$ cat config.mk
export PLATFORM = sky130hd
export DESIGN_NAME = dcfs_cell
export DESIGN_NICKNAME = d
export VERILOG_FILES = /design/src/rtl/core/dcfs_pkg.sv /design/src/rtl/core/dcfs_cell.sv
export SDC_FILE = /design/constraint.sdc
export NUM_CORES = 1
export LEC_CHECK = 0
export ABC_CLOCK_PERIOD_IN_PS = 7260
export BUFFER_PORTS_ARGS = -buffer_cell sky130_fd_sc_hd__buf_2
export CAP_MARGIN = 15
export CORE_ASPECT_RATIO = 0.75
export CORE_UTILIZATION = 59
export CTS_BUF_LIST = sky130_fd_sc_hd__clkbuf_16
export DETAILED_ROUTE_END_ITERATION = 10
export PLACE_DENSITY = 0.77
export SLEW_MARGIN = 20
export SYNTH_ARGS = -nofsm -noshare
export SYNTH_HDL_FRONTEND = slang
export SYNTH_SLANG_ARGS = --single-unit
$ cat constraint.sdc
create_clock -name i_clk -period 7.26 [get_ports i_clk]
set_input_delay 0.726 -clock i_clk [delete_from_list [all_inputs] [get_ports i_clk]]
set_output_delay 0.726 -clock i_clk [all_outputs]
set_load 0.02 [all_outputs]
$ cat src/rtl/core/dcfs_pkg.sv
// Shared types and constants of the direct convolution core.
package dcfs_pkg;

    // Fixed field widths.
    localparam int SUM_W       = 40;
    localparam int TAP_INDEX_W = 6;
    localparam int TAP_COUNT_W = 7;
    localparam int POS_W       = 16;
    localparam int CFG_INDEX_W = 2;
    localparam int CFG_DATA_W  = 8;

    // Item kinds.
    localparam logic KIND_TAP    = 1'b0;
    localparam logic KIND_SAMPLE = 1'b1;

    // Output modes.
    localparam logic MODE_FULL = 1'b0;
    localparam logic MODE_SAME = 1'b1;

    // Configuration register indexes.
    localparam logic [CFG_INDEX_W-1:0] REG_OUTPUT_MODE = 2'd0;
    localparam logic [CFG_INDEX_W-1:0] REG_TAP_COUNT   = 2'd1;

    // Saturation bounds of the running sum.
    localparam logic signed [SUM_W-1:0] SUM_MAX = {1'b0, {(SUM_W-1){1'b1}}};
    localparam logic signed [SUM_W-1:0] SUM_MIN = {1'b1, {(SUM_W-1){1'b0}}};

    // Position counter saturation value.
    localparam logic [POS_W-1:0] POS_MAX = {POS_W{1'b1}};

    // Controls broadcast from the sequencer to every cell.
    typedef struct packed {
        logic shift;
        logic clear;
        logic tap_wr;
    } t_cell_ctrl;

endpackage

$ cat src/rtl/core/dcfs_cell.sv
// One tap cell: kernel tap, history sample, registered product and partial sum stage.
module dcfs_cell #(
    parameter int MAX_TAPS    = 64,
    parameter int SAMPLE_BITS = 16,
    parameter int CELL_IDX    = 0,
    parameter int TAPS_W      = $clog2(MAX_TAPS + 1)
) (
    input  logic                                 i_clk,
    input  logic                                 i_rst_n,
    input  dcfs_pkg::t_cell_ctrl                 i_ctrl,
    input  logic [dcfs_pkg::TAP_INDEX_W-1:0]     i_tap_idx,
    input  logic signed [SAMPLE_BITS-1:0]        i_tap_val,
    input  logic [TAPS_W-1:0]                    i_taps,
    input  logic signed [SAMPLE_BITS-1:0]        i_hist,
    output logic signed [SAMPLE_BITS-1:0]        o_hist,
    input  logic signed [dcfs_pkg::SUM_W-1:0]    i_sum,
    output logic signed [dcfs_pkg::SUM_W-1:0]    o_sum
);
    import dcfs_pkg::*;

    localparam int PROD_W = 2 * SAMPLE_BITS;
    localparam int ACC_W  = ((PROD_W > SUM_W) ? PROD_W : SUM_W) + 1;

    logic signed [SAMPLE_BITS-1:0] r_tap;
    logic signed [SAMPLE_BITS-1:0] r_hist;
    logic signed [PROD_W-1:0]      r_prod;
    logic signed [SUM_W-1:0]       r_sum;
    logic signed [SUM_W-1:0]       n_sum;
    logic signed [ACC_W-1:0]       w_wide;
    logic                          w_active;
    logic                          w_tap_hit;

    // This cell takes part only while its position lies below the taps in use.
    assign w_active  = (32'(i_taps) > CELL_IDX);
    assign w_tap_hit = i_ctrl.tap_wr && (32'(i_tap_idx) == CELL_IDX);

    // Saturating accumulate of the partial sum handed in by the previous cell.
    always_comb begin
        w_wide = ACC_W'(i_sum) + ACC_W'(r_prod);
        if (w_wide > ACC_W'(SUM_MAX)) begin
            n_sum = SUM_MAX;
        end else if (w_wide < ACC_W'(SUM_MIN)) begin
            n_sum = SUM_MIN;
        end else begin
            n_sum = w_wide[SUM_W-1:0];
        end
    end

    // History sample: cleared at reset and at frame end, shifted in from i_hist on a shift.
    always_ff @(posedge i_clk) begin
        if (!i_rst_n || i_ctrl.clear) begin
            r_hist <= '0;
        end else if (i_ctrl.shift) begin
            r_hist <= i_hist;
        end
    end

    // Kernel tap load.
    always_ff @(posedge i_clk) begin
        if (w_tap_hit) begin
            r_tap <= i_tap_val;
        end
    end

    // Product and partial sum stages.
    always_ff @(posedge i_clk) begin
        r_prod <= w_active ? PROD_W'(r_tap * r_hist) : '0;
        r_sum  <= n_sum;
    end

    assign o_hist = r_hist;
    assign o_sum  = r_sum;

endmodule

==> results.md, run 1 <==
Worst setup path:
- The worst register-to-register path has a setup slack of between 0.5 and 0.6 ns.
- The path depth of the worst reg2reg path is 18.
- The type of the setup path with the least slack is reg -> reg.
- The worst register-to-register path ends at r_prod[31].
- STA classifies the critical path startpoint as a flip-flop.
- For the worst setup path, the data required time is 7.56 ns.
- The startpoint identified for the worst register-to-register timing path is o_hist[4].
- The biggest fanout along the worst timing path is 18.
- The data arrival time of the worst path is 7.02 ns.
- STA classifies the critical path endpoint as a flip-flop.

Global route:
- The via count of the first global-routing pass is 11.96k.
- The remaining global-route overflow is 0.
- The total routing resource utilization after global routing is 0.2857.
- The pin count of the biggest net entering global routing is 38.
- The initial antenna violation count is 0.
- The first global-routing pass estimated 58970 µm of wire.

Min path:
- In this run the worst hold path is classified as in -> reg.
- The number of stages on the worst hold path is 1.
- The hold-critical path endpoint is r_tap[14].
- The worst hold path begins at i_tap_val[14].

Floorplanning:
- 146 I/O pins were placed.
- The region available for standard cell placement spans 24960 µm².
- The full die area is 26140 µm².
- The initial utilization of the core area, before any placement, comes to 0.6025.
- The x dimension of the die is 186.4 µm.
- The floorplan has 50 rows.
- The chip height is 140.3 µm.

Clock tree:
- The number of sinks on the clock net is roughly 100.
- The buffer cell driving the clock tree root is clkbuf_16.
- The register clock-pin slew on the reported worst setup and hold paths is 0.08 ns.
- The clock insertion delay at the later pin of the skew report is 0.37 ns.
- Once the clock tree was built, the resizer swapped 0 gates to a different size.
- After clock tree synthesis, the setup repair step added 0 buffers.
- The H-tree was split into 3 levels.
- TritonCTS built the clock tree.
- The hold buffer count at cts is 0.
- TritonCTS created 9 clock buffers.
- Counting along the longest clock path gives a buffer depth of 2.

Place:
- The routability congestion estimate is 0.9054.
- The instance area after placement is approximately 16000 µm².
- The HPWL after detailed placement is 28530 µm.
- In this run the tool buffered the top-level ports with 145 buffer cells.

Cells and area:
- The area of combinational cells with multiple inputs is 11390 µm².
- The post-route cell area is between 15000 and 20000 µm².
- 0 antenna diodes ended up in the layout.
- The fill cell total of the finished layout is 2036.
- The area growth from synthesis to layout is 9.003%.
- The total area of sequential cells is approximately 2200 µm².
- The fraction of the core area covered by cells at the end of the flow is 0.6567.
- Of the cells placed in the final design, the portion with a size suffix greater than 1 is 0.1213.
- For this run, the post-layout net count is roughly 2.2k.

Outcome:
- The run finished with clean final reports.

Power:
- The power per cell area is 219.6 nW/µm².
- The worst-case IR drop observed on VDD is 0.0002608 V.
- The total chip power is 3599 µW.
- The leakage power summed over all cells is roughly 0.0083 µW.

Logic synthesis:
- The synthesized netlist contains 66 unique library cells.
- The flop and latch count out of synthesis is 104.
- The most used flip-flop cell after synthesis is dfxtp_1.
- Yosys mapped a number of flops with a built-in enable equal to 16.
- The netlist area before placement is 15040 µm².
- The average cell area after synthesis is roughly 9.2 µm².
- The sequential element share of the synthesized area is 0.1491.
- The net count after synthesis is 2106.
- The synthesis warning total is 0.
- The fraction of synthesis flops using an asynchronous set or reset pin is 0.
- The number of instances in the synthesized netlist is 1631.

Routing:
- The number of iterations in the first detailed-routing pass is 6.
- Using the TritonRoute via totals, the vias-per-cell ratio works out to 5.439.
- The routed wire length per instance is ~17 µm.
- The DRC violations left is 0.
- The number of DRC violations after detailed-routing iteration 0 is ~710.
- Detailed routing inserted a total of 11.39k vias.
- The sum of routed wire length over all layers is 34580 µm.
- In this run the remaining antenna-violating nets after routing total 0.

Timing:
- For the pin with the worst max-slew slack, the measured transition is 0.7960 ns.
- The time the final worst path needs with I/O delays and setup is 6.726 ns.
- The total of endpoints with negative setup slack in the final report is 0.
- Adding up every negative setup slack in the final design gives 0 ns.
- The total count of max-transition violations in the final report is 0.
- Static timing analysis puts the maximum clock frequency at 148.7 MHz.
- For the final database, setup skew stands at about 0.0081 ns.
- The count of endpoints failing hold in the final timing report is 0.
- Measured against its own limit, the worst slew margin works out to 0.4676.
- Setup repair after global routing left no endpoint under its margin.
- The post-route fraction of the period consumed by the critical path is 0.9265.

Job:
- The number of max-cap violations is 0.
[power breakdown]
part	total [µW]	switching, µW	leakage (µW)	internal (µW)
sequential	867	74.8	0.000879	792
combinational	2240	1340	0.00728	895
clock	494	254	0.000144	240
[Yosys cell counts (16+ instances only)]
master / n / area, µm²
and2_1: 128 / 800.8
nor2_1: 84 / 315.3
ha_1: 122 / 1526
dfxtp_1: 88 / 1762
xor2_1: 23 / 201.4
clkbuf_1: 43 / 161.4
xnor2_1: 44 / 385.4
mux2i_1: 18 / 180.2
a21oi_2: 18 / 157.7
fa_1: 263 / 5265
nand2_1: 157 / 589.3
a21oi_1: 65 / 325.3
edfxtp_1: 16 / 480.5
o21ai_0: 47 / 235.2
inv_1: 312 / 1171
[cell type report]
| type | count | area share |
|---|---|---|
| multi-input combinational | 1161 | 0.6946 |
| sequential | 104 | 0.1368 |
| inverter | 312 | 0.07144 |
| timing repair buffer | 163 | 0.05374 |
| tap | 338 | 0.02580 |
| clock buffer | 9 | 0.01374 |
| clock inverter | 7 | 0.003893 |
[state kept, by name, indices dropped and copies added, names as in the netlist]
name and count:
r_prod 32, o_hist 16, o_sum 40, r_tap 16
[logic make-up after synthesis]
kind of cell | count (synthesis) | synth area share
simple gates | 458 | 0.1508
fa+ha+maj | 387 | 0.4529
buf+inv | 366 | 0.09460
compound gates | 231 | 0.1015
flops | 104 | 0.1491
xor+xnor | 67 | 0.03902
mux | 18 | 0.01198
[critical path: stages (launching register included)]
cell and delay (ns):
dfxtp_1 0.78, nand2_1 0.27, fa_1 0.60, inv_1 0.08, fa_1 0.78, fa_1 0.54
fa_1 0.51, fa_1 0.49, inv_1 0.05, fa_1 0.47, inv_1 0.04, ha_1 0.19
or2_2 0.34, a2111oi_0 0.42, nor3_1 0.15, o31a_1 0.36, a211oi_1 0.28, o21ai_0 0.12
a21oi_1 0.17
[per-layer routing]
layer / track usage / wire length [µm] / vias to the layer above
met5: 0 / 0 / -
met4: 0.09091 / 913 / 0
met3: 0.05888 / 2774 / 59
met2: 0.4674 / 16080 / 425
met1: 0.3829 / 14810 / 5558
li1: - / - / 5348
[worst max-delay path by stage]
| stage | to | start |
|---|---|---|
| 4_1_cts | r_prod[31] | o_hist[4] |
| 2_1_floorplan | r_prod[31] | o_hist[1] |
| 5_1_grt | r_prod[31] | o_hist[4] |
| 6_report | r_prod[31] | o_hist[4] |
| 3_3_place_gp | r_prod[31] | o_hist[4] |
| 3_5_place_dp | r_prod[31] | o_hist[4] |
[stage by stage]
stage | hold WS, ns | setup slack [ns] | instances
finish | 0.5286 | 0.5335 | 2094
global route | 0.5164 | 0.1999 | 2094
CTS | 0.5167 | 0.5731 | 2093
detailed placement | 0.6198 | 0.5958 | 2077
global placement | 0.6015 | 0.7590 | 2077
floorplan | 0.5592 | 1.010 | 1631
[layout by cell type (no fill, tap or decap), drive strengths merged, types with 12 or more instances in the layout]
master,count
and2,129
nor3,16
dfxtp,88
buf,163
xnor2,44
nor2,84
inv,316
edfxtp,16
mux2i,18
fa,263
o21ai,57
a21o,15
nand2,158
a21oi,83
ha,122
nand2b,14
a211oi,12
nand4,13
xor2,23
(Power assumes the default switching activity.)
==> inputs of run 2 (changes only) <==
--- a/config.mk
+++ b/config.mk
@@ -5,7 +5,7 @@
 export SDC_FILE = /design/constraint.sdc
 export NUM_CORES = 1
 export LEC_CHECK = 0
-export ABC_CLOCK_PERIOD_IN_PS = 7260
+export ABC_CLOCK_PERIOD_IN_PS = 7600
 export BUFFER_PORTS_ARGS = -buffer_cell sky130_fd_sc_hd__buf_2
 export CAP_MARGIN = 15
 export CORE_ASPECT_RATIO = 0.75
==> constraint.sdc (replaced) <==
create_clock -name i_clk -period 7.6 [get_ports i_clk]
set_input_delay 0.76 -clock i_clk [delete_from_list [all_inputs] [get_ports i_clk]]
set_output_delay 0.76 -clock i_clk [all_outputs]
set_load 0.02 [all_outputs]
==> run 2 against run 1 <==
Compared with the run above: setup slack better by 0.28 ns; count of clock-buffer cells in the layout stayed put; global-route usage is 0.060 points higher; flip-flop and latch count stayed put; final cell count is 0.29% lower; first-iteration DRC count is 9.8% higher; cell area is 0.21% lower; highest routed layer unchanged; sequential power is 4.4% lower; routed wire length is 0.30% higher.
==> results.md, run 2 (synthesized netlist as in run 1, its figures left out) <==
Outcome:
- Run status: finished, final reports clean (unchanged).

Floorplanning:
- The x dimension of the die came to 186.4 µm (unchanged).
- The full die area is 26140 µm² (unchanged).
- The starting density of the core is 0.6025 (unchanged).
- The top-level I/O count is 146 (unchanged).
- The chip height came to 140.3 µm (unchanged).
- The total number of placement rows is 50 (unchanged).
- The placeable core area is 24960 µm² (unchanged).

Worst setup path:
- The kind of start point of the critical path is a flip-flop (unchanged).
- The buffering stage count on the worst path with inverters included is 3 (unchanged).
- The largest stage delay on the critical path is 0.89 ns (was 0.78 ns).
- The cell with the largest stage delay on the worst path is fa_1 (was dfxtp_1).
- The required time at the worst-slack endpoint is 7.90 ns (was 7.56 ns).
- The capturing element type of the critical path is a flip-flop (unchanged).
- The biggest fanout along the worst timing path came to 18 (unchanged).
- The dominant cell type by count on the critical path is fa_1 (unchanged).
- The data arrival time of the worst path came to 7.09 ns (was 7.02 ns).
- The type of the setup path with the least slack is reg -> reg (unchanged).
- The top cell family by delay on the critical path is adder cells (unchanged).
- Worst-path cell chain: nand2_1 -> inv_1 -> fa_1 -> fa_1 -> fa_1 -> fa_1 -> fa_1 -> inv_1 -> fa_1 -> inv_1 -> ha_1 -> or2_2 -> a2111oi_0 -> nor3_1 -> o31a_1 -> a211oi_1 -> o21ai_0 -> a21oi_1 (was nand2_1 -> fa_1 -> inv_1 -> fa_1 -> fa_1 -> fa_1 -> fa_1 -> inv_1 -> fa_1 -> inv_1 -> ha_1 -> or2_2 -> a2111oi_0 -> nor3_1 -> o31a_1 -> a211oi_1 -> o21ai_0 -> a21oi_1).

Cells and area:
- The fraction of the core area covered by cells at the end of the flow came to 0.6553 (was 0.6567).
- The share of final-layout standard cells stronger than drive strength 1 is 0.1189 (was 0.1213).
- The number of nets in the finished design came to 2220 (was 2226).
- The final cell count without fillers is 2088 (was 2094).
- The post-synthesis to final-layout area growth is 8.778% (was 9.003%).
- The flip-flop count of the largest register after layout is 40 (unchanged).
- Top library cells by usage in the layout, fill and taps aside: 312 x inv_1, 263 x fa_1, 157 x nand2_1, 145 x buf_2, 128 x and2_1 (was 313 x inv_1, 263 x fa_1, 157 x nand2_1, 145 x buf_2, 128 x and2_1).
- The number of diodes added for antenna fixing is 0 (unchanged).
- The leading cell type in the layout, fill and taps excluded is inv_1 (unchanged).

Routing:
- The via total after detailed routing is 11.43k (was 11.39k).
- The number of iterations in the first detailed-routing pass came to 6 (unchanged).
- The number of DRC violations after detailed-routing iteration 0 is 783 (was 713).
- The DRC violations left is 0 (unchanged).
- The routed wire length per instance was 16.61 µm (was 16.51 µm).
- The post-detailed-route count of antenna-violating nets is 0 (unchanged).
- The per-cell via count in the routed design is 5.473 (was 5.439).
- The sum of routed wire length over all layers was 34680 µm (was 34580 µm).

Global route:
- The pin count of the biggest net entering global routing is 38 (unchanged).
- The met1 track demand over resource is 0.3835 (was 0.3829).
- The via count of the first global-routing pass is 11.94k (was 11.96k).
- The first-pass GRT wire length is 58860 µm (was 58970 µm).
- The met3 global-route usage is 0.04535 (was 0.05888).
- The remaining global-route overflow was 0 (unchanged).
- The initial antenna violation count is 0 (unchanged).
- The most utilized layer in the global route result is met2 (unchanged).
- The met2 usage in global routing was 0.4747 (was 0.4674).
- The total routing resource utilization after global routing is 0.2863 (was 0.2857).

Place:
- The HPWL after detailed placement is 28550 µm (was 28530 µm).
- The number of port buffers was 145 (unchanged).
- The routability congestion estimate came to 0.9145 (was 0.9054).
- The instance count after placement with tap cells included is 2071 (was 2077).

Clock tree:
- The clock insertion delay at the later pin of the skew report is 0.37 ns (about the same).
- The count of buffers added by post-CTS timing repair for setup is 0 (unchanged).
- The hold buffer count at cts is 0 (unchanged).
- The count of instances resized after the clock tree is built was 0 (unchanged).
- The number of sinks on the clock net is 104 (unchanged).
- The buffer depth of the longest clock path is 2 (unchanged).
- The deepest level of the CTS H-tree is 3 (unchanged).
- The number of buffers created by CTS is 9 (unchanged).
- The buffer cell driving the clock tree root is clkbuf_16 (unchanged).
- The TritonCTS clock tree is built (unchanged).
- The register clock-pin slew on the reported worst setup and hold paths came to 0.08 ns (about the same).

Min path:
- The path type of the worst min-delay path is in -> reg (unchanged).

Timing:
- The maximum clock skew at final layout was 0.01139 ns (was 0.008055 ns).
- The post-route fraction of the period consumed by the critical path is 0.8932 (was 0.9265).
- The post-route setup TNS is 0 ns (unchanged).
- The actual transition at the worst max-transition pin was 0.9003 ns (was 0.7960 ns).
- The total count of max-transition violations in the final report is 0 (unchanged).
- The highest clock rate is 147.3 MHz (was 148.7 MHz).
- Unrepaired setup endpoints after global routing: false (unchanged).
- The time the final worst path needs with I/O delays and setup came to 6.788 ns (was 6.726 ns).
- The relative slew slack is 0.3962 (was 0.4676).
- The total of endpoints with negative setup slack in the final report is 0 (unchanged).
- The count of endpoints failing hold in the final timing report is 0 (unchanged).

Job:
- The number of max-cap violations came to 0 (unchanged).

Power:
- The leakage power summed over all cells came to 0.008283 µW (was 0.008308 µW).
- The power per cell area is 211.3 nW/µm² (was 219.6 nW/µm²).
- The largest voltage drop on the vdd net is 0.0002493 V (was 0.0002608 V).
==> run 2: cell types whose count changed in the layout (fill, tap and decap cells not counted), sizes merged <==
cell,change
buf,-6
clkinv,+2
clkinvlp,-1
inv,-1
==> run 2: routing by layer <==
layer	vias to the layer above	share of wire
met5	-	0
met4	0	0.029
met3	59	0.070
met2	400	0.47
met1	5620	0.43
li1	5348	-
==> run 2: final timing paths <==
path	cells after the start	to	start	slack, ns
worst max-delay path	18	r_prod[31]	o_hist[1]	0.81
worst min-delay path	1	r_tap[1]	i_tap_val[1]	0.56
worst max register to register	18	r_prod[31]	o_hist[1]	0.81
worst min register to register	3	o_sum[0]	r_prod[0]	0.66
==> run 2: where the power goes <==
part | leakage, µW | switching [µW] | internal, µW
Clock | 0.000149 | 251 | 233
Sequential | 0.000879 | 72.3 | 756
Combinational | 0.00725 | 1290 | 853
Total | 0.00828 | 1610 | 1840
==> run 2: final cells by class <==
type                       count  area (µm²)
timing repair buffer         157       835.8
tap                          338       422.9
clock inverter                 7       75.07
clock buffer                   9       225.2
multi-input combinational   1161       11390
fill                        2061        8603
sequential                   104        2242
inverter                     312        1171
==> run 2: through the flow <==
step | hold WS (ns) | worst slack [ns] | total power, µW | area [µm²]
floorplan | 0.5592 | 1.350 | 2472 | 15040
global placement | 0.6167 | 1.076 | 2899 | 16030
detailed placement | 0.6242 | 0.8444 | 2930 | 16030
CTS | 0.5428 | 0.8262 | 3428 | 16330
global route | 0.5503 | 0.3909 | 3736 | 16360
finish | 0.5593 | 0.8117 | 3456 | 16360
==> inputs of run 3 (changes only) <==
--- a/config.mk
+++ b/config.mk
@@ -8,7 +8,7 @@
 export ABC_CLOCK_PERIOD_IN_PS = 7600
 export BUFFER_PORTS_ARGS = -buffer_cell sky130_fd_sc_hd__buf_2
 export CAP_MARGIN = 15
-export CORE_ASPECT_RATIO = 0.75
+export CORE_ASPECT_RATIO = 1.4
 export CORE_UTILIZATION = 59
 export CTS_BUF_LIST = sky130_fd_sc_hd__clkbuf_16
 export DETAILED_ROUTE_END_ITERATION = 10
==> run 3 against run 2 <==
Compared with the run above: clock power shrank 11%; power shrank 3.4%; sequential share of layout area grew 0.072 points; first-iteration DRC count shrank 34%; via count shrank 1.8%; sequential power shrank 1%; clock skew shrank 0.0026 ns; cell area shrank 0.52%; register-to-register slack gained 0.098 ns; routed wire length shrank 1.1%; combinational power shrank 2%; maximum frequency grew 1.5%.
==> results.md, run 3 (synthesized netlist as in run 1, its figures left out) <==
Outcome:
- Run status: finished, final reports clean (unchanged).

Timing:
- The count of endpoints failing hold in the final timing report came to 0 (unchanged).
- The worst hold-check slack was 0.5684 ns (was 0.5593 ns).
- The total of endpoints with negative setup slack in the final report is 0 (unchanged).
- The actual transition at the worst max-transition pin is 1.091 ns (was 0.9003 ns).
- Unrepaired setup endpoints after global routing: false (unchanged).
- The post-route setup TNS came to 0 ns (unchanged).
- The maximum clock skew at final layout is 0.008752 ns (was 0.01139 ns).
- The total count of max-transition violations in the final report was 0 (unchanged).
- The post-route fraction of the period consumed by the critical path came to 0.8803 (was 0.8932).
- The time the final worst path needs with I/O delays and setup is 6.690 ns (was 6.788 ns).
- The relative slew slack is 0.2702 (was 0.3962).
- The highest clock rate was 149.5 MHz (was 147.3 MHz).

Min path:
- The path type of the worst min-delay path is in -> reg (unchanged).
- The start point of the worst hold path is i_tap_val[3] (was i_tap_val[1]).
- The number of stages on the worst hold path was 1 (unchanged).
- The hold-critical path endpoint is r_tap[3] (was r_tap[1]).

Global route:
- The remaining global-route overflow is 0 (unchanged).
- The first-pass GRT wire length is 56520 µm (was 58860 µm).
- The pin count of the biggest net entering global routing is 38 (unchanged).
- The total routing resource utilization after global routing is 0.2815 (was 0.2863).
- The via count of the first global-routing pass is 11.66k (was 11.94k).
- The initial antenna violation count is 0 (unchanged).

Routing:
- The post-detailed-route count of antenna-violating nets is 0 (unchanged).
- The number of DRC violations after detailed-routing iteration 0 was 514 (was 783).
- The number of iterations in the first detailed-routing pass is 6 (unchanged).
- The via total after detailed routing is 11.22k (was 11.43k).
- The routed wire length per instance is 16.62 µm (was 16.61 µm).
- The per-cell via count in the routed design is 5.436 (was 5.473).
- The sum of routed wire length over all layers is 34300 µm (was 34680 µm).
- The DRC violations left came to 0 (unchanged).

Worst setup path:
- The register-to-register setup slack is 0.91 ns (was 0.81 ns).
- The beginning of the worst register-to-register path is o_hist[1] (unchanged).
- The data arrival time of the worst path came to 6.97 ns (was 7.09 ns).
- The required time at the worst-slack endpoint came to 7.88 ns (was 7.90 ns).
- The startpoint of the most critical setup path is o_hist[1] (unchanged).
- The terminus of the critical flop-to-flop path is r_prod[31] (unchanged).
- The biggest fanout along the worst timing path was 18 (unchanged).
- The path depth of the worst reg2reg path is 18 (unchanged).
- The kind of start point of the critical path is a flip-flop (unchanged).
- The type of the setup path with the least slack is reg -> reg (unchanged).
- The capturing element type of the critical path is a flip-flop (unchanged).

Clock tree:
- The hold buffer count at cts came to 0 (unchanged).
- The register clock-pin slew on the reported worst setup and hold paths is 0.07 ns (was 0.08 ns).
- The number of buffers created by CTS is 9 (unchanged).
- The buffer cell driving the clock tree root is clkbuf_16 (unchanged).
- The TritonCTS clock tree is built (unchanged).
- The number of sinks on the clock net came to 104 (unchanged).
- The count of buffers added by post-CTS timing repair for setup came to 0 (unchanged).
- The buffer depth of the longest clock path is 2 (unchanged).
- The count of instances resized after the clock tree is built is 0 (unchanged).
- The deepest level of the CTS H-tree is 3 (unchanged).
- The clock insertion delay at the later pin of the skew report was 0.36 ns (was 0.37 ns).

Cells and area:
- The share of final-layout standard cells stronger than drive strength 1 is 0.1172 (was 0.1189).
- The leading cell type in the layout, fill and taps excluded is inv_1 (unchanged).
- The post-synthesis to final-layout area growth came to 8.212% (was 8.778%).
- The flip-flop count of the largest register after layout is 40 (unchanged).
- The fraction of the core area covered by cells at the end of the flow is 0.6550 (was 0.6553).
- The number of nets in the finished design is 2219 (was 2220).
- The fill cell total of the finished layout is 2082 (was 2061).
- The final cell count without fillers was 2064 (was 2088).
- The number of diodes added for antenna fixing is 0 (unchanged).
- The post-route cell area is 16270 µm² (was 16360 µm²).
- Top library cells by usage in the layout, fill and taps aside: 313 x inv_1, 263 x fa_1, 157 x nand2_1, 145 x buf_2, 128 x and2_1 (was 312 x inv_1, 263 x fa_1, 157 x nand2_1, 145 x buf_2, 128 x and2_1).

Place:
- The instance count after placement with tap cells included is 2048 (was 2071).
- The instance area after placement came to 16000 µm² (was 16030 µm²).
- The number of port buffers is 145 (unchanged).
- The HPWL after detailed placement is 29140 µm (was 28550 µm).
- The routability congestion estimate is 0.9354 (was 0.9145).

Floorplanning:
- The starting density of the core is 0.6053 (was 0.6025).
- The full die area is 26140 µm² (about the same).
- The x dimension of the die came to 136.9 µm (was 186.4 µm).
- The total number of placement rows came to 68 (was 50).
- The chip height is 190.9 µm (was 140.3 µm).
- The placeable core area is 24840 µm² (was 24960 µm²).
- The top-level I/O count is 146 (unchanged).

Power:
- The leakage power summed over all cells is 0.008257 µW (was 0.008283 µW).
- The largest voltage drop on the vdd net came to 0.0004582 V (was 0.0002493 V).
- The power per cell area came to 205.2 nW/µm² (was 211.3 nW/µm²).

Job:
- The number of max-cap violations was 0 (unchanged).
run 3: cell type report:
class                      count  area (µm²)  share of cell area
tap                          315       394.1             0.02422
clock inverter                 7       46.29            0.002845
inverter                     312        1171             0.07197
multi-input combinational   1161       11390              0.6997
clock buffer                   9       225.2             0.01384
timing repair buffer         156       808.3             0.04967
sequential                   104        2242              0.1378
run 3: worst max path at each step:
stage | endpoint | cells after the start
2_1_floorplan | r_prod[31] | 19
3_3_place_gp | r_prod[31] | 18
3_5_place_dp | r_prod[31] | 18
4_1_cts | r_prod[31] | 18
5_1_grt | r_prod[31] | 18
6_report | r_prod[31] | 18
run 3: per-stage QoR:
| step | total power, µW | setup slack, ns |
|---|---|---|
| after floorplan | 2472 | 1.350 |
| after global placement | 2879 | 1.170 |
| after detailed placement | 2917 | 0.9596 |
| after CTS | 3355 | 0.9341 |
| after global routing | 3628 | 0.4002 |
| final | 3339 | 0.9100 |
run 3: report_power, final:
group	internal (µW)	switching, µW	total [µW]
clock	223	210	432
combinational	830	1260	2090
sequential	757	62.7	819
total	1810	1530	3340
run 3: per-layer routing:
| metal | part of all wire | up-vias | global-route usage |
|---|---|---|---|
| li1 | - | 5321 | - |
| met1 | 0.40 | 5509 | 0.3322 |
| met2 | 0.53 | 326 | 0.5169 |
| met3 | 0.048 | 64 | 0.03739 |
| met4 | 0.026 | 0 | 0.09679 |
| met5 | 0 | - | 0 |
run 3: worst max-delay path: stages, from the launching register on:
cell       delay [ns]
dfxtp_1          0.71
nand2_1          0.20
inv_1            0.16
fa_1             0.56
fa_1             0.88
fa_1             0.52
fa_1             0.51
fa_1             0.50
inv_1            0.05
fa_1             0.47
inv_1            0.04
ha_1             0.19
or2_2            0.34
a2111oi_0        0.42
nor3_1           0.13
o31a_1           0.35
a211oi_1         0.28
o21ai_0          0.13
a21oi_1          0.18
