## config.mk

```make
export PLATFORM = sky130hd
export DESIGN_NAME = dcfs_ctrl_flat
export DESIGN_NICKNAME = d
export VERILOG_FILES = /design/src/rtl/core/dcfs_pkg.sv /design/src/rtl/core/dcfs_if.sv /design/src/rtl/core/dcfs_ctrl.sv /design/src/flat_wrapper.sv
export SDC_FILE = /design/constraint.sdc
export NUM_CORES = 1
export LEC_CHECK = 0
export BUFFER_PORTS_ARGS = -buffer_cell sky130_fd_sc_hd__buf_2
export CAP_MARGIN = 20
export CELL_PAD_IN_SITES_DETAIL_PLACEMENT = 1
export CELL_PAD_IN_SITES_GLOBAL_PLACEMENT = 1
export CORE_UTILIZATION = 42
export DETAILED_ROUTE_END_ITERATION = 12
export GPL_ROUTABILITY_DRIVEN = 0
export HOLD_SLACK_MARGIN = 0.02
export PLACE_DENSITY = 0.91
export SYNTH_ARGS = -nofsm -noshare
export SYNTH_HDL_FRONTEND = slang
export SYNTH_SLANG_ARGS = --single-unit
```

## constraint.sdc

```tcl
create_clock -name i_clk -period 6.15 [get_ports i_clk]
set_input_delay 0.3075 -clock i_clk [delete_from_list [all_inputs] [get_ports i_clk]]
set_output_delay 0.3075 -clock i_clk [all_outputs]
set_load 0.02 [all_outputs]
```

## src/rtl/core/dcfs_pkg.sv

```systemverilog
// Shared types and constants of the direct convolution core.
package dcfs_pkg;

    // Fixed field widths.
    localparam int SUM_W       = 40;
    localparam int TAP_INDEX_W = 6;
    localparam int TAP_COUNT_W = 7;
    localparam int POS_W       = 16;
    localparam int CFG_INDEX_W = 2;
    localparam int CFG_DATA_W  = 8;

    // Item kinds.
    localparam logic KIND_TAP    = 1'b0;
    localparam logic KIND_SAMPLE = 1'b1;

    // Output modes.
    localparam logic MODE_FULL = 1'b0;
    localparam logic MODE_SAME = 1'b1;

    // Configuration register indexes.
    localparam logic [CFG_INDEX_W-1:0] REG_OUTPUT_MODE = 2'd0;
    localparam logic [CFG_INDEX_W-1:0] REG_TAP_COUNT   = 2'd1;

    // Saturation bounds of the running sum.
    localparam logic signed [SUM_W-1:0] SUM_MAX = {1'b0, {(SUM_W-1){1'b1}}};
    localparam logic signed [SUM_W-1:0] SUM_MIN = {1'b1, {(SUM_W-1){1'b0}}};

    // Position counter saturation value.
    localparam logic [POS_W-1:0] POS_MAX = {POS_W{1'b1}};

    // Controls broadcast from the sequencer to every cell.
    typedef struct packed {
        logic shift;
        logic clear;
        logic tap_wr;
    } t_cell_ctrl;

endpackage

```

## src/rtl/core/dcfs_if.sv

```systemverilog
// Handshake channel interfaces of the direct convolution core.
interface dcfs_in_if #(
    parameter int SAMPLE_BITS = 16
);
    import dcfs_pkg::*;

    logic                          valid;
    logic                          ready;
    logic                          kind;
    logic signed [SAMPLE_BITS-1:0] value;
    logic [TAP_INDEX_W-1:0]        tap_index;
    logic                          last;

    modport source (output valid, kind, value, tap_index, last, input ready);
    modport sink   (input valid, kind, value, tap_index, last, output ready);
endinterface

interface dcfs_out_if;
    import dcfs_pkg::*;

    logic                    valid;
    logic                    ready;
    logic signed [SUM_W-1:0] product_sum;
    logic                    last_of_frame;

    modport source (output valid, product_sum, last_of_frame, input ready);
    modport sink   (input valid, product_sum, last_of_frame, output ready);
endinterface

interface dcfs_cfg_if;
    import dcfs_pkg::*;

    logic                   valid;
    logic                   ready;
    logic [CFG_INDEX_W-1:0] index;
    logic [CFG_DATA_W-1:0]  data;

    modport source (output valid, index, data, input ready);
    modport sink   (input valid, index, data, output ready);
endinterface

```

## src/rtl/core/dcfs_ctrl.sv

```systemverilog
// Sequencer of the convolution core: configuration, frame position, output register.
module dcfs_ctrl #(
    parameter int MAX_TAPS    = 64,
    parameter int SAMPLE_BITS = 16,
    parameter int TAPS_W      = $clog2(MAX_TAPS + 1)
) (
    input  logic                              i_clk,
    input  logic                              i_rst_n,
    dcfs_in_if.sink                           i_in,
    dcfs_cfg_if.sink                          i_cfg,
    dcfs_out_if.source                        o_res,
    output dcfs_pkg::t_cell_ctrl              o_ctrl,
    output logic signed [SAMPLE_BITS-1:0]     o_shift_data,
    output logic [TAPS_W-1:0]                 o_taps,
    input  logic signed [dcfs_pkg::SUM_W-1:0] i_chain_sum
);
    import dcfs_pkg::*;

    localparam int CMP_W = (TAPS_W > TAP_COUNT_W) ? TAPS_W : TAP_COUNT_W;
    localparam logic [CMP_W-1:0]  MAX_CMP  = CMP_W'(MAX_TAPS);
    localparam logic [TAPS_W-1:0] WAIT_LEN = TAPS_W'(MAX_TAPS);

    typedef enum logic [1:0] {
        ST_IDLE,
        ST_CALC,
        ST_PUT,
        ST_ZERO
    } t_state;

    t_state                   r_state, n_state;
    logic                     r_mode, n_mode;
    logic [TAP_COUNT_W-1:0]   r_tap_count, n_tap_count;
    logic [POS_W-1:0]         r_pos, n_pos;
    logic [TAPS_W-1:0]        r_wait, n_wait;
    logic [TAPS_W-1:0]        r_skip, n_skip;
    logic [TAPS_W-1:0]        r_tail, n_tail;
    logic                     r_last, n_last;
    logic                     r_out_valid, n_out_valid;
    logic signed [SUM_W-1:0]  r_out_sum, n_out_sum;
    logic                     r_out_last, n_out_last;

    logic [CMP_W-1:0]         w_cnt;
    logic [TAPS_W-1:0]        w_taps;
    logic [TAPS_W-1:0]        w_init;
    logic                     w_emit;
    logic                     w_in_acc;
    logic                     w_sample;
    logic                     w_out_free;
    logic                     w_put;

    // Taps in use, clamped into 1..MAX_TAPS, and the first index shown in same mode.
    always_comb begin
        w_cnt = CMP_W'(r_tap_count);
        if (w_cnt == '0) begin
            w_taps = TAPS_W'(1);
        end else if (w_cnt > MAX_CMP) begin
            w_taps = TAPS_W'(MAX_TAPS);
        end else begin
            w_taps = w_cnt[TAPS_W-1:0];
        end
        w_init = (r_mode == MODE_SAME) ? (w_taps >> 1) : '0;
    end

    assign w_emit     = (r_pos >= POS_W'(w_init));
    assign w_in_acc   = i_in.valid && (r_state == ST_IDLE);
    assign w_sample   = w_in_acc && (i_in.kind == KIND_SAMPLE);
    assign w_out_free = !r_out_valid || o_res.ready;
    assign w_put      = (r_state == ST_PUT) && w_out_free;

    // Next-state logic.
    always_comb begin
        n_state     = r_state;
        n_mode      = r_mode;
        n_tap_count = r_tap_count;
        n_pos       = r_pos;
        n_wait      = r_wait;
        n_skip      = r_skip;
        n_tail      = r_tail;
        n_last      = r_last;
        n_out_valid = r_out_valid;
        n_out_sum   = r_out_sum;
        n_out_last  = r_out_last;

        // Configuration writes.
        if (i_cfg.valid) begin
            case (i_cfg.index)
                REG_OUTPUT_MODE: n_mode      = i_cfg.data[0];
                REG_TAP_COUNT:   n_tap_count = i_cfg.data[TAP_COUNT_W-1:0];
                default:         ;
            endcase
        end

        // The waiting result leaves on its transfer.
        if (r_out_valid && o_res.ready) begin
            n_out_valid = 1'b0;
        end

        case (r_state)
            ST_IDLE: begin
                if (w_sample) begin
                    n_last = i_in.last;
                    n_wait = WAIT_LEN;
                    n_skip = '0;
                    n_tail = '0;
                    if (i_in.last) begin
                        n_pos = '0;
                        if (r_mode == MODE_SAME) begin
                            if (!w_emit) begin
                                // Frame no longer than the centering offset.
                                n_skip = w_init - TAPS_W'(r_pos) - TAPS_W'(1);
                                n_tail = TAPS_W'(r_pos) + TAPS_W'(1);
                            end else begin
                                n_tail = w_init;
                            end
                        end else begin
                            n_tail = w_taps - TAPS_W'(1);
                        end
                    end else if (r_pos != POS_MAX) begin
                        n_pos = r_pos + POS_W'(1);
                    end
                    if (w_emit) begin
                        n_state = ST_CALC;
                    end else if (i_in.last) begin
                        n_state = ST_ZERO;
                    end
                end
            end
            ST_CALC: begin
                if (r_wait == '0) begin
                    n_state = ST_PUT;
                end else begin
                    n_wait = r_wait - TAPS_W'(1);
                end
            end
            ST_PUT: begin
                if (w_out_free) begin
                    n_out_valid = 1'b1;
                    n_out_sum   = i_chain_sum;
                    n_out_last  = r_last && (r_tail == '0);
                    n_state     = (r_tail != '0) ? ST_ZERO : ST_IDLE;
                end
            end
            ST_ZERO: begin
                // Each pass shifts one zero; skipped positions give no result.
                if (r_skip != '0) begin
                    n_skip = r_skip - TAPS_W'(1);
                end else begin
                    n_tail  = r_tail - TAPS_W'(1);
                    n_wait  = WAIT_LEN;
                    n_state = ST_CALC;
                end
            end
            default: n_state = ST_IDLE;
        endcase
    end

    // State and registered outputs.
    always_ff @(posedge i_clk) begin
        if (!i_rst_n) begin
            r_state     <= ST_IDLE;
            r_mode      <= MODE_FULL;
            r_tap_count <= TAP_COUNT_W'(1);
            r_pos       <= '0;
            r_wait      <= '0;
            r_skip      <= '0;
            r_tail      <= '0;
            r_last      <= 1'b0;
            r_out_valid <= 1'b0;
        end else begin
            r_state     <= n_state;
            r_mode      <= n_mode;
            r_tap_count <= n_tap_count;
            r_pos       <= n_pos;
            r_wait      <= n_wait;
            r_skip      <= n_skip;
            r_tail      <= n_tail;
            r_last      <= n_last;
            r_out_valid <= n_out_valid;
        end
        r_out_sum  <= n_out_sum;
        r_out_last <= n_out_last;
    end

    // Cell controls: history is cleared as the frame's final result is loaded.
    assign o_ctrl.shift  = w_sample || (r_state == ST_ZERO);
    assign o_ctrl.clear  = w_put && (r_tail == '0) && r_last;
    assign o_ctrl.tap_wr = w_in_acc && (i_in.kind == KIND_TAP);
    assign o_shift_data  = (r_state == ST_ZERO) ? '0 : i_in.value;
    assign o_taps        = w_taps;

    assign i_in.ready        = (r_state == ST_IDLE);
    assign i_cfg.ready       = 1'b1;
    assign o_res.valid         = r_out_valid;
    assign o_res.product_sum   = r_out_sum;
    assign o_res.last_of_frame = r_out_last;

endmodule

```

## src/flat_wrapper.sv

```systemverilog
// flat-port wrapper written by rule: the top's interface ports become plain ports
module dcfs_ctrl_flat import dcfs_pkg::*;
#(
    parameter int MAX_TAPS    = 64,
    parameter int SAMPLE_BITS = 16,
    parameter int TAPS_W      = $clog2(MAX_TAPS + 1)
)
  (i_clk, i_rst_n, o_ctrl, o_shift_data, o_taps, i_chain_sum, i_in_valid, i_in_kind, i_in_value, i_in_tap_index, i_in_last, i_in_ready, i_cfg_valid, i_cfg_index, i_cfg_data, i_cfg_ready, o_res_valid, o_res_product_sum, o_res_last_of_frame, o_res_ready);
  dcfs_in_if #(.SAMPLE_BITS(SAMPLE_BITS)) i_in_i ();
  dcfs_cfg_if i_cfg_i ();
  dcfs_out_if o_res_i ();
  input  logic i_clk;
  input  logic i_rst_n;
  output dcfs_pkg::t_cell_ctrl o_ctrl;
  output logic signed [SAMPLE_BITS-1:0] o_shift_data;
  output logic [TAPS_W-1:0] o_taps;
  input  logic signed [dcfs_pkg::SUM_W-1:0] i_chain_sum;
  input wire logic [$bits(i_in_i.valid)-1:0] i_in_valid;
  input wire logic [$bits(i_in_i.kind)-1:0] i_in_kind;
  input wire logic [$bits(i_in_i.value)-1:0] i_in_value;
  input wire logic [$bits(i_in_i.tap_index)-1:0] i_in_tap_index;
  input wire logic [$bits(i_in_i.last)-1:0] i_in_last;
  output wire logic [$bits(i_in_i.ready)-1:0] i_in_ready;
  input wire logic [$bits(i_cfg_i.valid)-1:0] i_cfg_valid;
  input wire logic [$bits(i_cfg_i.index)-1:0] i_cfg_index;
  input wire logic [$bits(i_cfg_i.data)-1:0] i_cfg_data;
  output wire logic [$bits(i_cfg_i.ready)-1:0] i_cfg_ready;
  output wire logic [$bits(o_res_i.valid)-1:0] o_res_valid;
  output wire logic [$bits(o_res_i.product_sum)-1:0] o_res_product_sum;
  output wire logic [$bits(o_res_i.last_of_frame)-1:0] o_res_last_of_frame;
  input wire logic [$bits(o_res_i.ready)-1:0] o_res_ready;
  assign i_in_i.valid = i_in_valid;
  assign i_in_i.kind = i_in_kind;
  assign i_in_i.value = i_in_value;
  assign i_in_i.tap_index = i_in_tap_index;
  assign i_in_i.last = i_in_last;
  assign i_in_ready = i_in_i.ready;
  assign i_cfg_i.valid = i_cfg_valid;
  assign i_cfg_i.index = i_cfg_index;
  assign i_cfg_i.data = i_cfg_data;
  assign i_cfg_ready = i_cfg_i.ready;
  assign o_res_valid = o_res_i.valid;
  assign o_res_product_sum = o_res_i.product_sum;
  assign o_res_last_of_frame = o_res_i.last_of_frame;
  assign o_res_i.ready = o_res_ready;
  dcfs_ctrl #(.MAX_TAPS(MAX_TAPS), .SAMPLE_BITS(SAMPLE_BITS), .TAPS_W(TAPS_W)) u_core (.i_clk(i_clk), .i_rst_n(i_rst_n), .i_in(i_in_i), .i_cfg(i_cfg_i), .o_res(o_res_i), .o_ctrl(o_ctrl), .o_shift_data(o_shift_data), .o_taps(o_taps), .i_chain_sum(i_chain_sum));
endmodule
```

==> qor.yml, run 1 <==
critical_path:
  crit_type: "reg2reg"
  required_ns: 6.42
  slowest_delay_ns: 0.61
  crit_path_start_kind: "register"
  slowest_stage: "a21oi_2"
  worst-path-buf-inv: 1
  cp_common_cell: "nand2b_1"
  path_cells: "nand2b_1 > inv_1 > and2_1 > ha_1 > nand2b_1 > a2111o_1 > a21oi_2 > nand3_1 > o32a_1 > o21ai_0"
  critPathTopFamily: "compound AO/OA/AOI/OAI gates"
  critPathCaptureType: "register"
  cp.arrival_ns: 3.63
  path_max_fanout: 13
pwr:
  power_w: 0.00224
  p_per_area_nw_per_um2: 382
  leakagePower_nw: 2.53
  vdd_drop_max_v: 0.000188
synth:
  ys_ff_latch: 90
  ys_seq_area_share_pct: 46.3
  yosysWarnings: 0
  synth_ff_type: "dfxtp_1"
  synth_area_um2: 4780
  avgSynthCellArea_um2: 9.79
  netlist_instances: 488
  syn_nets: 591
  synth.distinct_cells: 68
  synth-edff-count: 41
  async_flop_share_pct: 0
timing:
  tightestPinTransition_ns: 0.839
  period_needed_ns: 3.36
  hold_viol: 0
  tns_ns: 0
  rsz0062_at_grt: "no"
  finalSetupViolations: 0
  fin_skew_ns: 0.00659
  layout_worst_path_cycle_share_pct: 54.6
  whs_ns: 0.137
  maxSlewHeadroom_pct: 44.0
  fmax_mhz: 298
  drv_slew: 0
route:
  drc: 0
  finalWirelength_mm: 13.7
  routedWlPerCell_um: 17.8
  first_pass_iters: 4
  detail-route-antenna-nets: 0
  drtIter0Drc: 171
  vias: 4132
  vias_per_cell: 5.39
floorplanning:
  die_area_um2: 11800
  boundaryPins: 149
  rows: 38
  core-area_um2: 11000
  initial_core_util_pct: 43.5
  die_x_um: 109
  die-height_um: 109
global_routing:
  grt_pass1_vias: 4306
  grt_first_pass_wirelength_mm: 21.4
  grt_start_max_net_pins: 43
  overflow: 0
  antenna_found_initial: 0
  grt_usage_pct: 23.6
finish:
  final_layout_size_suffix_gt1_share_pct: 27.0
  antenna_cells: 0
  syn2layout_area_growth_pct: 22.9
  design_area_um2: 5870
  nets: 724
clocking:
  cts_tree: "done"
  cts_inserted_buffers: 9
  clkTransAtPathRegs_ns: 0.06
  clkLatencyLatePin_ns: 0.34
  cts_root_buf: "clkbuf_16"
  cts_resized: 0
  clockBufferDepth: 2
  clock-sinks: 90
  cts_max_level: 3
  cts_hold_buf: 0
  cts_post_setup_buffers_inserted: 0
run:
  maxCapViolations: 0
place:
  port-buffer-count: 140
  place_area_um2: 5580
  place_hpwl_mm: 10.5
run_status:
  status: "completed"
worst_hold_path:
  hold_path_class: "in2reg"
-- cell usage in the layout, fill, tap and decap left out, types with 4 or more instances in the layout --
cell / n
xnor2_1: 11
nor4_1: 4
clkbuf_16: 9
edfxtp_1: 41
nand2_1: 36
xor2_1: 15
nor2_1: 34
a21o_1: 4
dfxtp_1: 49
a21oi_1: 23
nand2b_1: 6
o21ai_0: 30
mux2i_1: 16
inv_1: 26
nor2b_1: 39
and3_1: 10
buf_2: 140
nor3_1: 9
ha_1: 23
nand3_1: 18
-- where the power goes --
part           internal, W  total, W  switching, W  leakage, nW
Clock             0.000274  0.000514      0.000240        0.125
Sequential        0.000764  0.000834     0.0000695        0.773
Combinational     0.000316  0.000896      0.000580         1.64
Total              0.00135   0.00224      0.000890         2.53
-- through the flow --
| step | setup WS (ns) | cells | util, % |
|---|---|---|---|
| after CTS | 2.76 | 765 | 53.3 |
| after global placement | 2.88 | 749 | 50.8 |
| after floorplan | 2.78 | 488 | - |
| final | 2.79 | 766 | 53.4 |
| after detailed placement | 2.79 | 749 | 50.8 |
| after global routing | 2.56 | 766 | 53.4 |
-- flip-flops by register name, indices dropped and copies added, names as in the netlist, 2 cells and up --
register / count
u_core.o_res.product_sum: 40
u_core.r_pos: 16
u_core.r_wait: 7
u_core.r_state: 2
u_core.r_tail: 7
u_core.r_skip: 7
u_core.r_tap_count: 7
-- path summary, 6_finish.rpt --
kind / slack (ns) / cells past startpoint / endpoint / startpoint
worst min-delay path: 0.14 / 1 / u_core.o_res.product_sum[10] / i_chain_sum[10]
worst max register to register: 2.79 / 10 / u_core.r_skip[3] / u_core.r_tap_count[6]
worst min register to register: 0.52 / 2 / u_core.r_pos[15] / u_core.r_pos[15]
worst max-delay path: 2.79 / 10 / u_core.r_skip[3] / u_core.r_tap_count[6]
-- synthesized netlist by cell type, types with 2 or more instances --
master	instances	area (µm²)
nor2_1	34	128
a22o_1	2	17.5
nor3_1	9	45.0
o21bai_1	2	15.0
a211oi_1	3	22.5
and2_1	3	18.8
nor4_1	4	25.0
inv_1	26	97.6
nand4_1	3	18.8
and4_1	3	26.3
nor4b_1	2	17.5
o221a_2	3	33.8
and3_1	10	62.6
nand2b_1	6	37.5
nand2_1	36	135
o31ai_1	3	22.5
a22oi_1	3	22.5
a21boi_0	3	22.5
mux2i_1	16	160
ha_1	23	288
o21ai_0	30	150
o21a_1	2	15.0
nand3b_1	3	22.5
xor2_1	15	131
edfxtp_1	41	1230
a31oi_1	2	12.5
nand4b_1	2	17.5
a21o_1	4	30.0
or3_1	3	18.8
clkbuf_1	16	60.1
dfxtp_1	49	981
nand3_1	18	90.1
a32o_1	3	30.0
nor2b_1	40	250
a21oi_1	23	115
xnor2_1	11	96.3
-- layout make-up --
class,instances,area (µm²)
well taps,140,175
fillers,1299,5110
repair buffers,142,728
inverters,26,97.6
multi-input cells,352,2390
clock inverters,6,40.0
clock buffers,10,229
flip-flops and latches,90,2210
-- layer usage --
layer	GRT usage [%]	vias to the layer above	part of all wire, %
li1	-	2005	-
met5	0	-	0
met2	43.4	122	51
met4	6.85	0	1.7
met1	26.6	1985	40
met3	5.98	20	6.8
-- worst register-to-register path: stages, from the launching register on --
cell	delay [ns]
dfxtp_1	0.56
nand2b_1	0.19
inv_1	0.08
and2_1	0.17
ha_1	0.31
nand2b_1	0.16
a2111o_1	0.42
a21oi_2	0.61
nand3_1	0.25
o32a_1	0.39
o21ai_0	0.15
-- logic make-up (layout without fill, tap and decap cells) --
family	after synthesis	in the layout	share of synthesized area, %
other	1	1	0.0785
multiplexers	16	16	3.35
XOR/XNOR	26	26	4.77
adder cells (fa/ha/maj)	24	24	6.44
buffers and inverters	46	184	3.88
AND/OR/NAND/NOR	187	187	21.4
AO/OA/AOI/OAI	98	98	13.8
flip-flops	90	90	46.3
Power figures use the tool's default switching activity.
==> inputs of run 2 (changes only) <==
CORE_UTILIZATION = 35   (was 42)
PLACE_DENSITY = 0.82   (was 0.91)
clock period = 3 ns   (was 6.15 ns; I/O delays follow)
==> run 2 against run 1 <==
  * First-iteration DRC count up 16%
  * Critical path type unchanged
  * Critical endpoint unchanged
  * Wire length rose by 10%
  * Combinational power rose by 110%
  * Sequential power grew 110%
  * Setup slack worse by 2.6 ns
  * Core utilization is 5.4 points lower
==> qor.yml, run 2 (synthesis results as in run 1) <==
critical_path:
  slowest_stage: "a2111o_1"
  path_max_fanout: 11
  critPathCaptureType: "register"
  slowest_delay_ns: 0.42
  path_cells: "nand2b_1 > inv_1 > and2_1 > ha_1 > nand2b_1 > a2111o_1 > a21oi_2 > buf_6 > nand3_1 > o32a_1 > o21ai_1"
  cp_common_cell: "nand2b_1"
  required_ns: 3.26
  cp.arrival_ns: 3.11
  crit_type: "reg2reg"
  crit_path_start_kind: "register"
pwr:
  power_w: 0.00480
  vdd_drop_max_v: 0.000294
  p_per_area_nw_per_um2: 750
  leakagePower_nw: 2.75
route:
  routedWlPerCell_um: 17.7
  drc: 0
  detail-route-antenna-nets: 0
  finalWirelength_mm: 15.1
  drtIter0Drc: 199
  first_pass_iters: 4
  vias_per_cell: 5.09
  vias: 4325
timing:
  layout_worst_path_cycle_share_pct: 94.8
  tns_ns: 0
  period_needed_ns: 2.84
  fmax_mhz: 351
  drv_slew: 0
  maxSlewHeadroom_pct: 53.1
  fin_skew_ns: 0.0110
  rsz0062_at_grt: "no"
  tightestPinTransition_ns: 0.704
  hold_viol: 0
  finalSetupViolations: 0
global_routing:
  grt_first_pass_wirelength_mm: 24.5
  grt_pass1_vias: 4690
  antenna_found_initial: 0
  grt_usage_pct: 22.0
  overflow: 0
  grt_start_max_net_pins: 41
clocking:
  clock-sinks: 90
  cts_tree: "done"
  cts_inserted_buffers: 9
  cts_root_buf: "clkbuf_16"
  cts_max_level: 3
  clockBufferDepth: 2
  clkLatencyLatePin_ns: 0.34
  clkTransAtPathRegs_ns: 0.07
finish:
  syn2layout_area_growth_pct: 33.8
  largest_register_ffs: 40
  antenna_cells: 0
  nets: 771
  final_layout_size_suffix_gt1_share_pct: 26.3
  final_common_cell: "buf_2"
  final_cell_mix: "140 x buf_2, 49 x dfxtp_1, 41 x edfxtp_1, 40 x dlygate4sd3_1, 38 x nor2b_1"
floorplanning:
  rows: 42
  boundaryPins: 149
  core-area_um2: 13300
  die-height_um: 119
  initial_core_util_pct: 35.9
  die_x_um: 119
  die_area_um2: 14100
place:
  port-buffer-count: 140
  place_hpwl_mm: 10.2
worst_hold_path:
  hold_path_class: "in2reg"
run_status:
  status: "completed"
run:
  maxCapViolations: 0
-- run 2: repair_timing --
item | CTS | global route
endpoints found under the setup margin | 0 | 1
hold buffers | 40 | 0
resized for setup | 0 | 3
buffers inserted | 0 | 0
endpoints found under the hold margin | 40 | 0
-- run 2: final timing paths --
kind | slack [ns] | end | startpoint | depth (start not counted)
worst max-delay path | 0.16 | u_core.r_skip[3] | u_core.r_tap_count[6] | 11
worst min-delay path | 0.05 | u_core.r_tap_count[0] | i_cfg_data[0] | 3
worst max register to register | 0.16 | u_core.r_skip[3] | u_core.r_tap_count[6] | 11
worst min register to register | 0.51 | u_core.r_last | u_core.r_last | 2
-- run 2: per-layer routing --
metal | global-route usage [%] | routed length (µm) | part of all wire, %
met5 | 0 | 0 | 0
met4 | 6.80 | 168 | 1.1
met3 | 3.26 | 659 | 4.4
met2 | 42.1 | 7950 | 53
met1 | 24.9 | 6270 | 42
-- run 2: where the power goes --
group,switching [W],total (W),internal [W]
sequential,0.000148,0.00172,0.00157
combinational,0.00122,0.00192,0.000699
clock,0.000499,0.00116,0.000657
-- run 2: through the flow --
step,setup WS [ns],hold slack (ns),instance area [µm²],instances,util (%)
3_5_place_dp,0.192,0.329,5690,793,42.8
3_3_place_gp,0.278,0.327,5690,793,42.8
2_1_floorplan,0.223,0.249,4780,488,-
5_1_grt,0.00270,0.0738,6390,849,48.1
6_report,0.155,0.0501,6390,849,48.1
4_1_cts,0.167,0.0473,6390,849,48.0
-- run 2: critical path: cells and delay by family (launching register included) --
| kind | cells | cell delay (ns) |
|---|---|---|
| fa+ha+maj | 1 | 0.32 |
| compound gates | 4 | 1.16 |
| simple gates | 4 | 0.63 |
| buf+inv | 2 | 0.27 |
| flops | 1 | 0.38 |
-- run 2: area by class of cell --
| cell class | count | area (µm²) |
|---|---|---|
| Tap cell | 176 | 220 |
| Sequential cell | 90 | 2210 |
| Timing Repair Buffer | 189 | 1170 |
| Clock inverter | 6 | 72.6 |
| Fill cell | 1545 | 6900 |
| Multi-Input combinational cell | 352 | 2390 |
| Clock buffer | 10 | 229 |
| Inverter | 26 | 97.6 |
==> inputs of run 3 (changes only) <==
ABC_AREA = 1   (was default)
CORE_UTILIZATION = 34   (was 35)
GPL_ROUTABILITY_DRIVEN = default   (was 0)
==> run 3 against run 2 <==
  * Count of clock-buffer cells in the layout decreased by 1
  * Final area up 2.5%
  * Sequential power down 5%
  * Critical endpoint is now u_core.r_state[0]
  * Largest cell class unchanged
  * Largest power group is now sequential cells
==> qor.yml, run 3 <==
worst_hold_path:
  hold_path_class: "in2reg"
route:
  finalWirelength_mm: 15.8
  vias: 4839
  drc: 0
  detail-route-antenna-nets: 0
  drtIter0Drc: 136
  vias_per_cell: 4.83
  first_pass_iters: 4
  routedWlPerCell_um: 15.8
place:
  place_hpwl_mm: 12.2
  port-buffer-count: 140
  pre_cts_ws_ns: 0.283
  place.gp.congestion: 0.842
synth:
  yosysTopAreaCellShare_pct: 24.8
  synth_area_um2: 4970
  post-synth-top-area-cell: "edfxtp_1"
  yosys-top-cells-area: "edfxtp_1 25%, dfxtp_1 20%, nand2_1 8.5%"
  synth-edff-count: 41
  synth_ff_type: "dfxtp_1"
  netlist_instances: 634
  ys_ff_latch: 90
  ys_seq_area_share_pct: 44.5
  syn_nets: 737
  synth_common_cells: "112 x nand2_1, 96 x inv_1, 74 x nor2_1"
  post-synth-top-count-cell: "nand2_1"
  synth.distinct_cells: 44
  async_flop_share_pct: 0
  avgSynthCellArea_um2: 7.84
  yosysWarnings: 0
timing:
  rsz0062_at_grt: "no"
  hold_viol: 0
  drv_slew: 0
  period_needed_ns: 2.62
  layout_worst_path_cycle_share_pct: 87.4
  tightestPinTransition_ns: 0.730
  maxSlewHeadroom_pct: 51.0
  tns_ns: 0
  finalSetupViolations: 0
  fmax_mhz: 382
  fin_skew_ns: 0.00699
  post-route-worst-setup-slack_ns: 0.379
clocking:
  cts_tree: "done"
  cts_root_buf: "clkbuf_16"
  clockBufferDepth: 2
  clkTransAtPathRegs_ns: 0.07
  clock-sinks: 90
  cts_max_level: 3
  cts_inserted_buffers: 9
  clkLatencyLatePin_ns: 0.35
  cts_post_setup_buffers_inserted: 0
pwr:
  power.share.switching_pct: 38.5
  leakagePower_nw: 2.97
  clkPwrFrac_pct: 26.1
  vdd_drop_max_v: 0.000306
  internal_power_w: 0.00260
  power_w: 0.00424
  combPwrFrac_pct: 35.1
  p_per_area_nw_per_um2: 646
  seqPwrFrac_pct: 38.8
  netSwitchingPower_w: 0.00163
global_routing:
  antenna_found_initial: 0
  overflow: 0
  grt_first_pass_wirelength_mm: 25.0
  grt_pass1_vias: 4997
  grt_usage_pct: 21.8
  grt_start_max_net_pins: 42
critical_path:
  slowest_stage: "dfxtp_1"
  critPathTopFamily: "simple AND/OR/NAND/NOR gates"
  path_cells: "nor2_1 > nand4_1 > nand2_1 > inv_1 > nor2_1 > nand2_1 > inv_1 > ha_1 > nand2_1 > inv_1 > nand2_1 > nand2_1 > nand2_2 > nand2_4 > inv_1 > nand3_1 > nand2_1 > nand2_1 > a21oi_1"
  worst-path-buf-inv: 4
  cp.arrival_ns: 2.89
  path_max_fanout: 11
  critPathCaptureType: "register"
  slowest_delay_ns: 0.33
  required_ns: 3.27
  crit_path_start_kind: "register"
  crit_type: "reg2reg"
  cp_common_cell: "nand2_1"
floorplanning:
  die_area_um2: 15100
  core-area_um2: 14100
  initial_core_util_pct: 35.3
  die-height_um: 123
  boundaryPins: 149
  die_x_um: 123
  rows: 43
finish:
  antenna_cells: 0
  final_layout_size_suffix_gt1_share_pct: 24.2
  fillers: 1765
  syn2layout_area_growth_pct: 31.8
  final_cell_mix: "140 x buf_2, 111 x nand2_1, 96 x inv_1, 72 x nor2_1, 59 x a21oi_1"
  final_common_cell: "buf_2"
  finish.utilization_pct: 46.5
  largest_register_ffs: 40
  nets: 919
run:
  maxCapViolations: 0
run_status:
  status: "completed"
==> run 3: changes by cell type in the layout (fill, tap and decap cells not counted), sizes merged, moves of 7 or more <==
cell,delta
a21oi,+36
and3,-9
inv,+77
mux2i,-16
nand2,+81
nand3,+20
nor2,+47
nor2b,-40
o21ai,+14
xnor2,-9
xor2,-7
==> run 3: final cells by class <==
type                    count  area [µm²]  area share, %
multi-input cells         425        2290           34.9
flip-flops and latches     90        2210           33.8
repair buffers            188        1160           17.7
inverters                 102         383           5.84
clock buffers               9         225           3.44
well taps                 180         225           3.44
clock inverters             7        56.3          0.859
==> run 3: final timing paths <==
kind,from,endpoint,slack (ns),cells after the start
setup / recovery,u_core.r_tap_count[1],u_core.r_state[0],0.38,19
hold / removal,i_cfg_data[0],u_core.r_tap_count[0],0.03,3
setup reg to reg,u_core.r_tap_count[1],u_core.r_state[0],0.38,19
hold reg to reg,u_core.r_wait[0],u_core.r_wait[0],0.47,2
==> run 3: worst reg2reg max path, delay by kind of cell, from the launching register on <==
kind                       cells  cell delay, ns
adders and majority gates      1            0.29
DFF                            1            0.33
and+or+nand+nor               13            1.47
buffers and inverters          4            0.31
AOI/OAI and AO/OA              1            0.12
==> run 3: kinds of logic (layout without fill, tap and decap cells) <==
group	after synthesis	count (layout)	share of synthesized area, %
other	1	1	0.0754
xor gates and xnor gates	10	10	1.76
adders and majority gates	24	24	6.19
DFF	90	90	44.5
AOI/OAI and AO/OA	118	118	12.6
and+or+nand+nor	272	272	25.1
buffers and inverters	119	306	9.79
==> run 3: power by group through the flow <==
stage	clock network [W]	registers [W]	logic (W)
final	0.00111	0.00164	0.00149
after global routing	0.00118	0.00167	0.00168
after CTS	0.00113	0.00164	0.00150
after detailed placement	0	0.00166	0.00146
after global placement	0	0.00165	0.00141
after floorplan	0	0.00180	0.000874
==> run 3: metal layers <==
metal | vias up | routed length, µm | global-route usage, %
met5 | - | 0 | 0
met4 | 0 | 528 | 10.1
met3 | 29 | 941 | 3.74
met2 | 146 | 7910 | 40.8
met1 | 2245 | 6460 | 23.8
li1 | 2419 | - | -
==> run 3: metrics by stage <==
stage	std cells	cell area [µm²]	hold slack, ns
6_report	1001	6550	0.0331
5_1_grt	1001	6550	0.0324
4_1_cts	1001	6540	0.0234
3_5_place_dp	945	5860	0.328
3_3_place_gp	945	5860	0.326
2_1_floorplan	634	4970	0.249
==> run 3: timing repair <==
item	4_1_cts	5_1_grt
resized for setup	0	3
hold endpoints to repair	40	0
setup endpoints to repair	0	13
hold buffers	40	0
